==> config.mk <==
export PLATFORM = sky130hd
export DESIGN_NAME = bounded_double_ended_queue
export DESIGN_NICKNAME = d
export VERILOG_FILES = /design/src/rtl/core/bdq_pkg.sv /design/src/rtl/core/bdq_ram.sv /design/src/rtl/core/bounded_double_ended_queue.sv
export SDC_FILE = /design/constraint.sdc
export NUM_CORES = 1
export LEC_CHECK = 0
export BUFFER_PORTS_ARGS = -buffer_cell sky130_fd_sc_hd__buf_2
export CAP_MARGIN = 10
export CORE_MARGIN = 10
export CORE_UTILIZATION = 55
export DETAILED_ROUTE_END_ITERATION = 10
export GPL_TIMING_DRIVEN = 0
export PLACE_DENSITY = 0.72
export SYNTH_ARGS = -nofsm -noshare
export SYNTH_HDL_FRONTEND = slang
export SYNTH_SLANG_ARGS = --single-unit
==> constraint.sdc <==
create_clock -name clk_i -period 6.3 [get_ports clk_i]
set_input_delay 0.945 -clock clk_i [delete_from_list [all_inputs] [get_ports clk_i]]
set_output_delay 0.945 -clock clk_i [all_outputs]
set_load 0.03 [all_outputs]
==> src/rtl/core/bdq_pkg.sv <==
`timescale 1ns / 1ps
// ----------------------------------------------------------------------------
// bdq_pkg
// Shared constants, codes and types for the bounded double-ended queue.
// ----------------------------------------------------------------------------
`default_nettype none

package bdq_pkg;

  // Ring store geometry (depth is a power of two so indexes wrap for free)
  localparam int unsigned IDX_W      = 4;
  localparam int unsigned DEPTH      = 1 << IDX_W;
  localparam int unsigned CNT_W      = IDX_W + 1;
  localparam int unsigned WORD_WIDTH = 32;

  // Port field widths
  localparam int unsigned ACTION_W = 3;
  localparam int unsigned STATUS_W = 2;
  localparam int unsigned PORT_W   = 32;

  typedef logic [IDX_W-1:0]      idx_t;
  typedef logic [CNT_W-1:0]      cnt_t;
  typedef logic [WORD_WIDTH-1:0] word_t;

  // Action codes
  localparam logic [ACTION_W-1:0] ACT_PUSH_FRONT = 3'd0;
  localparam logic [ACTION_W-1:0] ACT_PUSH_BACK  = 3'd1;
  localparam logic [ACTION_W-1:0] ACT_PEEK_FRONT = 3'd2;
  localparam logic [ACTION_W-1:0] ACT_PEEK_BACK  = 3'd3;
  localparam logic [ACTION_W-1:0] ACT_POP_FRONT  = 3'd4;
  localparam logic [ACTION_W-1:0] ACT_POP_BACK   = 3'd5;
  localparam logic [ACTION_W-1:0] ACT_CLEAR      = 3'd6;

  // Status codes
  localparam logic [STATUS_W-1:0] ST_OK    = 2'd0;
  localparam logic [STATUS_W-1:0] ST_WORD  = 2'd1;
  localparam logic [STATUS_W-1:0] ST_ERROR = 2'd2;

  // Store access request from the control logic
  typedef struct packed {
    logic  we;
    idx_t  waddr;
    word_t wdata;
    logic  re;
    idx_t  raddr;
  } ram_req_t;

endpackage

`default_nettype wire

==> src/rtl/core/bdq_ram.sv <==
`timescale 1ns / 1ps
// ----------------------------------------------------------------------------
// bdq_ram
// Element store: one write port, one read port with registered read data.
// ----------------------------------------------------------------------------
`default_nettype none

module bdq_ram (
  input  wire logic              clk_i,
  input  wire bdq_pkg::ram_req_t req_i,
  output bdq_pkg::word_t         rdata_o
);

  bdq_pkg::word_t mem [bdq_pkg::DEPTH];
  bdq_pkg::word_t rdata_q;

  // Write the pushed word
  always_ff @(posedge clk_i) begin
    if (req_i.we) begin
      mem[req_i.waddr] <= req_i.wdata;
    end
  end

  // Read on request, hold otherwise
  always_ff @(posedge clk_i) begin
    if (req_i.re) begin
      rdata_q <= mem[req_i.raddr];
    end
  end

  assign rdata_o = rdata_q;

endmodule

`default_nettype wire

==> src/rtl/core/bounded_double_ended_queue.sv <==
`timescale 1ns / 1ps
// Result: registered, it appears in the cycle after its request is accepted; the
// store read for peek and pop completes in that cycle.
// Throughput: one request per cycle; the single output register, which holds
// the store read data, stalls the input only while a result waits unclaimed.
// Reset: the queue comes up empty with the front index at zero; store
// contents are not cleared and need no clearing pass.
// ----------------------------------------------------------------------------
// bounded_double_ended_queue
// Double-ended queue of fixed-width words in a ring store with a front index
// and an occupancy count; push, peek and pop at either end, and clear.
// ----------------------------------------------------------------------------
`default_nettype none

module bounded_double_ended_queue (
  input  wire logic                                 clk_i,
  input  wire logic                                 rst_ni,
  input  wire logic                                 in_valid_i,
  output logic                                      in_stall_o,
  input  wire logic [bdq_pkg::ACTION_W-1:0]         action_i,
  input  wire logic [bdq_pkg::PORT_W-1:0]           push_word_i,
  output logic                                      out_valid_o,
  input  wire logic                                 out_stall_i,
  output logic      [bdq_pkg::STATUS_W-1:0]         status_o,
  output logic      [bdq_pkg::PORT_W-1:0]           read_word_o
);

  bdq_pkg::idx_t     front_q, front_d;
  bdq_pkg::cnt_t     occ_q, occ_d;
  logic              out_valid_q;
  logic [bdq_pkg::STATUS_W-1:0] status_q, status_d;
  logic              has_word_q;
  bdq_pkg::ram_req_t req;
  bdq_pkg::word_t    rdata;
  logic              accept;
  logic              full, empty;
  bdq_pkg::idx_t     front_m1, front_p1, back_pos, back_last;

  // Take a new request unless a result is stuck in the output register
  assign in_stall_o = out_valid_q & out_stall_i;
  assign accept     = in_valid_i & ~in_stall_o;

  assign full      = (occ_q == bdq_pkg::CNT_W'(bdq_pkg::DEPTH));
  assign empty     = (occ_q == '0);
  assign front_m1  = front_q - bdq_pkg::IDX_W'(1);
  assign front_p1  = front_q + bdq_pkg::IDX_W'(1);
  assign back_pos  = front_q + occ_q[bdq_pkg::IDX_W-1:0];
  assign back_last = back_pos - bdq_pkg::IDX_W'(1);

  // Decode the action: move indexes, issue the store access, pick status
  always_comb begin
    front_d   = front_q;
    occ_d     = occ_q;
    status_d  = bdq_pkg::ST_ERROR;
    req.we    = 1'b0;
    req.waddr = back_pos;
    req.wdata = push_word_i[bdq_pkg::WORD_WIDTH-1:0];
    req.re    = 1'b0;
    req.raddr = front_q;
    case (action_i)
      bdq_pkg::ACT_PUSH_FRONT: begin
        if (!full) begin
          front_d   = front_m1;
          req.we    = accept;
          req.waddr = front_m1;
          occ_d     = occ_q + bdq_pkg::CNT_W'(1);
          status_d  = bdq_pkg::ST_OK;
        end
      end
      bdq_pkg::ACT_PUSH_BACK: begin
        if (!full) begin
          req.we   = accept;
          occ_d    = occ_q + bdq_pkg::CNT_W'(1);
          status_d = bdq_pkg::ST_OK;
        end
      end
      bdq_pkg::ACT_PEEK_FRONT, bdq_pkg::ACT_POP_FRONT: begin
        if (!empty) begin
          req.re   = accept;
          status_d = bdq_pkg::ST_WORD;
          if (action_i == bdq_pkg::ACT_POP_FRONT) begin
            front_d = front_p1;
            occ_d   = occ_q - bdq_pkg::CNT_W'(1);
          end
        end
      end
      bdq_pkg::ACT_PEEK_BACK, bdq_pkg::ACT_POP_BACK: begin
        if (!empty) begin
          req.re    = accept;
          req.raddr = back_last;
          status_d  = bdq_pkg::ST_WORD;
          if (action_i == bdq_pkg::ACT_POP_BACK) begin
            occ_d = occ_q - bdq_pkg::CNT_W'(1);
          end
        end
      end
      bdq_pkg::ACT_CLEAR: begin
        front_d  = '0;
        occ_d    = '0;
        status_d = bdq_pkg::ST_OK;
      end
      default: begin
      end
    endcase
  end

  bdq_ram u_ram (
    .clk_i   (clk_i),
    .req_i   (req),
    .rdata_o (rdata)
  );

  // Advance queue state and the output register on each accepted request; drop the valid once the result is claimed
  always_ff @(posedge clk_i or negedge rst_ni) begin
    if (!rst_ni) begin
      front_q     <= '0;
      occ_q       <= '0;
      out_valid_q <= 1'b0;
    end else begin
      if (accept) begin
        front_q     <= front_d;
        occ_q       <= occ_d;
        out_valid_q <= 1'b1;
      end else if (!out_stall_i) begin
        out_valid_q <= 1'b0;
      end
    end
  end

  // Hold result payload alongside the store read data
  always_ff @(posedge clk_i) begin
    if (accept) begin
      status_q   <= status_d;
      has_word_q <= (status_d == bdq_pkg::ST_WORD);
    end
  end

  assign out_valid_o = out_valid_q;
  assign status_o    = status_q;
  assign read_word_o = has_word_q ? bdq_pkg::PORT_W'(rdata) : '0;

endmodule

`default_nettype wire

==> summary.md <==
| Metric | Value |
|---|---|
| Placed insts | 2619 |
| Worst r2r src | front_q[0] |
| Core Util, Final | 62.4% |
| Core area | ~50000 sq um |
| Area contributors post-synth | edfxtp_1 59%, mux2i_1 28%, o22ai_1 2.9% |
| Unique cell type count in the Yosys netlist | 45 |
| Worst-Margin Slew | approximately 1.2 ns |
| Worst Path Required | 6.78 ns |
| Final Power | around 16 mW |
| Postcts setup bufs | 0 |
| Largest net degree at the start of global routing | 21 |
| Port Buf Inserts | between 70 and 80 |
| Seq/Total Area, Yosys | 60.2% |
| Footprint of the multi-input gates | ~10000 sq um |
| Cell Area, Synth | about 28000 sq um |
| Post-Place Worst Slack | slightly above 1 ns |
| TritonCTS buffer count | 57 |
| Fin Clk Skew | 0.0137 ns |
| Final hold vios | 0 |
| Critical R2R Capture | u_ram.rdata_o[25] |
| Fill count | roughly 3700 |
| Maxcap violations | 0 |
| Die height | 244 um |
| Synth area leader | edfxtp_1 |
| Clock Tree Buf Depth | 3 |
| Pwr per Cell Area | slightly above 500 nW/um^2 |
| Unrepaired setup endpoints after global routing | no |
| Mean post-synth cell area | between 10 and 15 sq um |
| Number of global-route vias before repair | 17500 |
| Worst Setup End Kind | register |
| # IOs | 75 |
| Routed len/inst | around 26 um |
| ANT nets after route | 0 |
| Layout cells sized above 1 | about an eighth |
| Drt via density | around 6.2 |
| First-pass GRT wire length | between 100000 and 150000 um |
| H-Tree Depth | 2 |
| Post_cts resized | 0 |
| Hold buffer count at cts | 0 |
| P_leak | between 10 and 15 nW |
| Final Setup Violations | 0 |
| Via count | 16900 |
| GRT Resource Usage Total | 23.6% |
| Total negative slack | 0 ns |
| Area after DPL | 29400 sq um |
| Crit path kind | register to register |
| Register area | 16700 sq um |
| DIE WIDTH | about 240 um |
| Reg2Reg Setup Slack | about 0.93 ns |
| Remaining routing DRC violations | 0 |
| Total clock sinks | around 560 |
| Nets | between 2000 and 2500 |
| R2R cell count | 13 |
| Share of Yosys cell area claimed by the top area cell type | roughly three fifths |
| Routability Congestion | 0.805 |
| WL final | slightly above 70000 um |
| Grt ovf | 0 |
| Post-synth net total | approximately 1900 |
| Final period util | 85.3% |
| Fin. max-slew vios | 0 |
| Fmax | 0.186 GHz |
| Starting DRT DRC Count | ~1300 |
| Startpoint Class | register |
| Site row count | between 80 and 90 |
| Final instance area | 31200 sq um |
| Syn Inst Count | 1858 |
| Worst hold margin | around 0.19 ns |
| Hpwl dp | between 40000 and 50000 um |
| Post-synthesis to final-layout area growth | 12.5% |
| Register bit total from synthesis | approximately 560 |
| Max FO, Critical Path | 10 |
| Syn. warnings | 0 |
| Slew headroom | ~17% |
| Peak VDD IR | between 0.0002 and 0.0003 V |
| Total die area | approximately 60000 sq um |
| Crit path time final | between 5 and 6 ns |
| Final Instance Count excl. Fillers | around 2700 |
| DR pass1 iterations | 5 |
| HP Class | input port to async pin |
| Status | completed |
| Initial antenna violation count | 2 |
| Clock Latency Late Sink | between 0.6 and 0.7 ns |
| CTS tree | yes |
| Clk slew on worst S/H paths | roughly 0.07 ns |
| Clock root buffer | clkbuf_16 |
| Final worst-path setup slack | between 0.9 and 1 ns |
| Worst Path Arrival | about 5.9 ns |
| Initial Util | between 50% and 60% |
-- synth_stat cells, drive strengths merged --
| cell | n |
|---|---|
| ha | 9 |
| edfxtp | 547 |
| fa | 2 |
| mux2 | 34 |
| xnor2 | 4 |
| buf | 50 |
| inv | 9 |
| a21o | 4 |
| o211ai | 3 |
| o21ai | 9 |
| o2111ai | 1 |
| nor2b | 1 |
| nor3 | 6 |
| a21oi | 9 |
| dfrtp | 10 |
| xor3 | 1 |
| a222oi | 1 |
| nor2 | 94 |
| or4 | 1 |
| a21boi | 3 |
| a22oi | 2 |
| clkbuf | 75 |
| a31o | 1 |
| xnor3 | 2 |
| mux2i | 772 |
| a211oi | 1 |
| o22ai | 129 |
| maj3 | 1 |
| nor4 | 2 |
| xor2 | 6 |
| o31ai | 5 |
| or2 | 1 |
| nand2 | 17 |
| and3 | 4 |
| nand2b | 2 |
| and2 | 38 |
| nand3 | 2 |
-- power breakdown --
part / total [mW] / internal [mW] / switching [mW]
combinational: 8.13 / 3.22 / 4.91
clock: 3.20 / 1.82 / 1.38
sequential: 4.56 / 4.44 / 0.116
-- critical path, stage by stage, from the launching register on --
cell	delay, ns
dfrtp_1	0.47
ha_1	0.32
clkbuf_1	0.40
clkbuf_1	0.48
clkbuf_1	0.82
inv_1	0.12
ha_1	0.26
xnor3_1	0.23
nor2_1	0.05
mux2i_2	0.73
clkbuf_1	0.70
o22ai_1	0.19
nor2_1	0.26
mux2_2	0.20
-- registers in the layout (all words and copies together) (netlist names) --
register       flops
occ_q              5
u_ram.rdata_o     32
status_o           2
has_word_q         1
out_valid_o        1
front_q            4
u_ram.mem        512
-- worst max path at each step --
stage                     cells after the start        start  slack (ns)                end
after floorplan                               7  action_i[0]        2.21    u_ram.mem[4][0]
after global placement                        9   front_q[0]       -0.25  u_ram.mem[14][12]
after detailed placement                     13   front_q[0]        1.02  u_ram.rdata_o[17]
after CTS                                    13   front_q[0]        1.00  u_ram.rdata_o[25]
after global routing                         13     occ_q[0]        0.71  u_ram.rdata_o[25]
final                                        13   front_q[0]        0.93  u_ram.rdata_o[25]
-- layout by cell type, fill, tap and decap left out, types with 10 or more instances in the layout --
| cell | instances |
|---|---|
| nor2_1 | 78 |
| clkinv_1 | 13 |
| o22ai_1 | 129 |
| buf_12 | 11 |
| clkbuf_16 | 59 |
| mux2_2 | 33 |
| and2_1 | 37 |
| nand2_1 | 17 |
| mux2i_1 | 769 |
| clkbuf_1 | 89 |
| buf_6 | 29 |
| dfrtp_1 | 10 |
| nor2_4 | 16 |
| buf_2 | 91 |
| edfxtp_1 | 547 |
-- per-layer routing --
layer | global-route usage, % | share of wire (%)
met1 | 29.9 | 41
met2 | 40.5 | 49
met3 | 4.02 | 6.8
met4 | 7.53 | 3.0
met5 | 0 | 0
-- kinds of logic (layout without fill, tap and decap cells) --
logic type                 count (synthesis)  in the layout  share of synthesized area [%]
buffers and inverters                    134            324                           2.69
other                                      0              2                              0
AOI/OAI and AO/OA                        168            168                           3.84
muxes                                    806            806                           29.3
DFF                                      557            557                           60.2
adders and majority gates                 12             12                          0.587
and+or+nand+nor                          168            168                           2.77
xor gates and xnor gates                  13             13                          0.591
-- final cells by class --
type                       count  area share [%]
timing repair buffer          89            2.39
antenna                        2          0.0161
buffer                       125            2.28
multi-input combinational   1167            33.4
clock inverter                28           0.675
clock buffer                  73            4.91
tap                          672            2.70
inverter                       9           0.108
sequential                   557            53.5
Note: power is estimated with default switching activity, not from simulation.
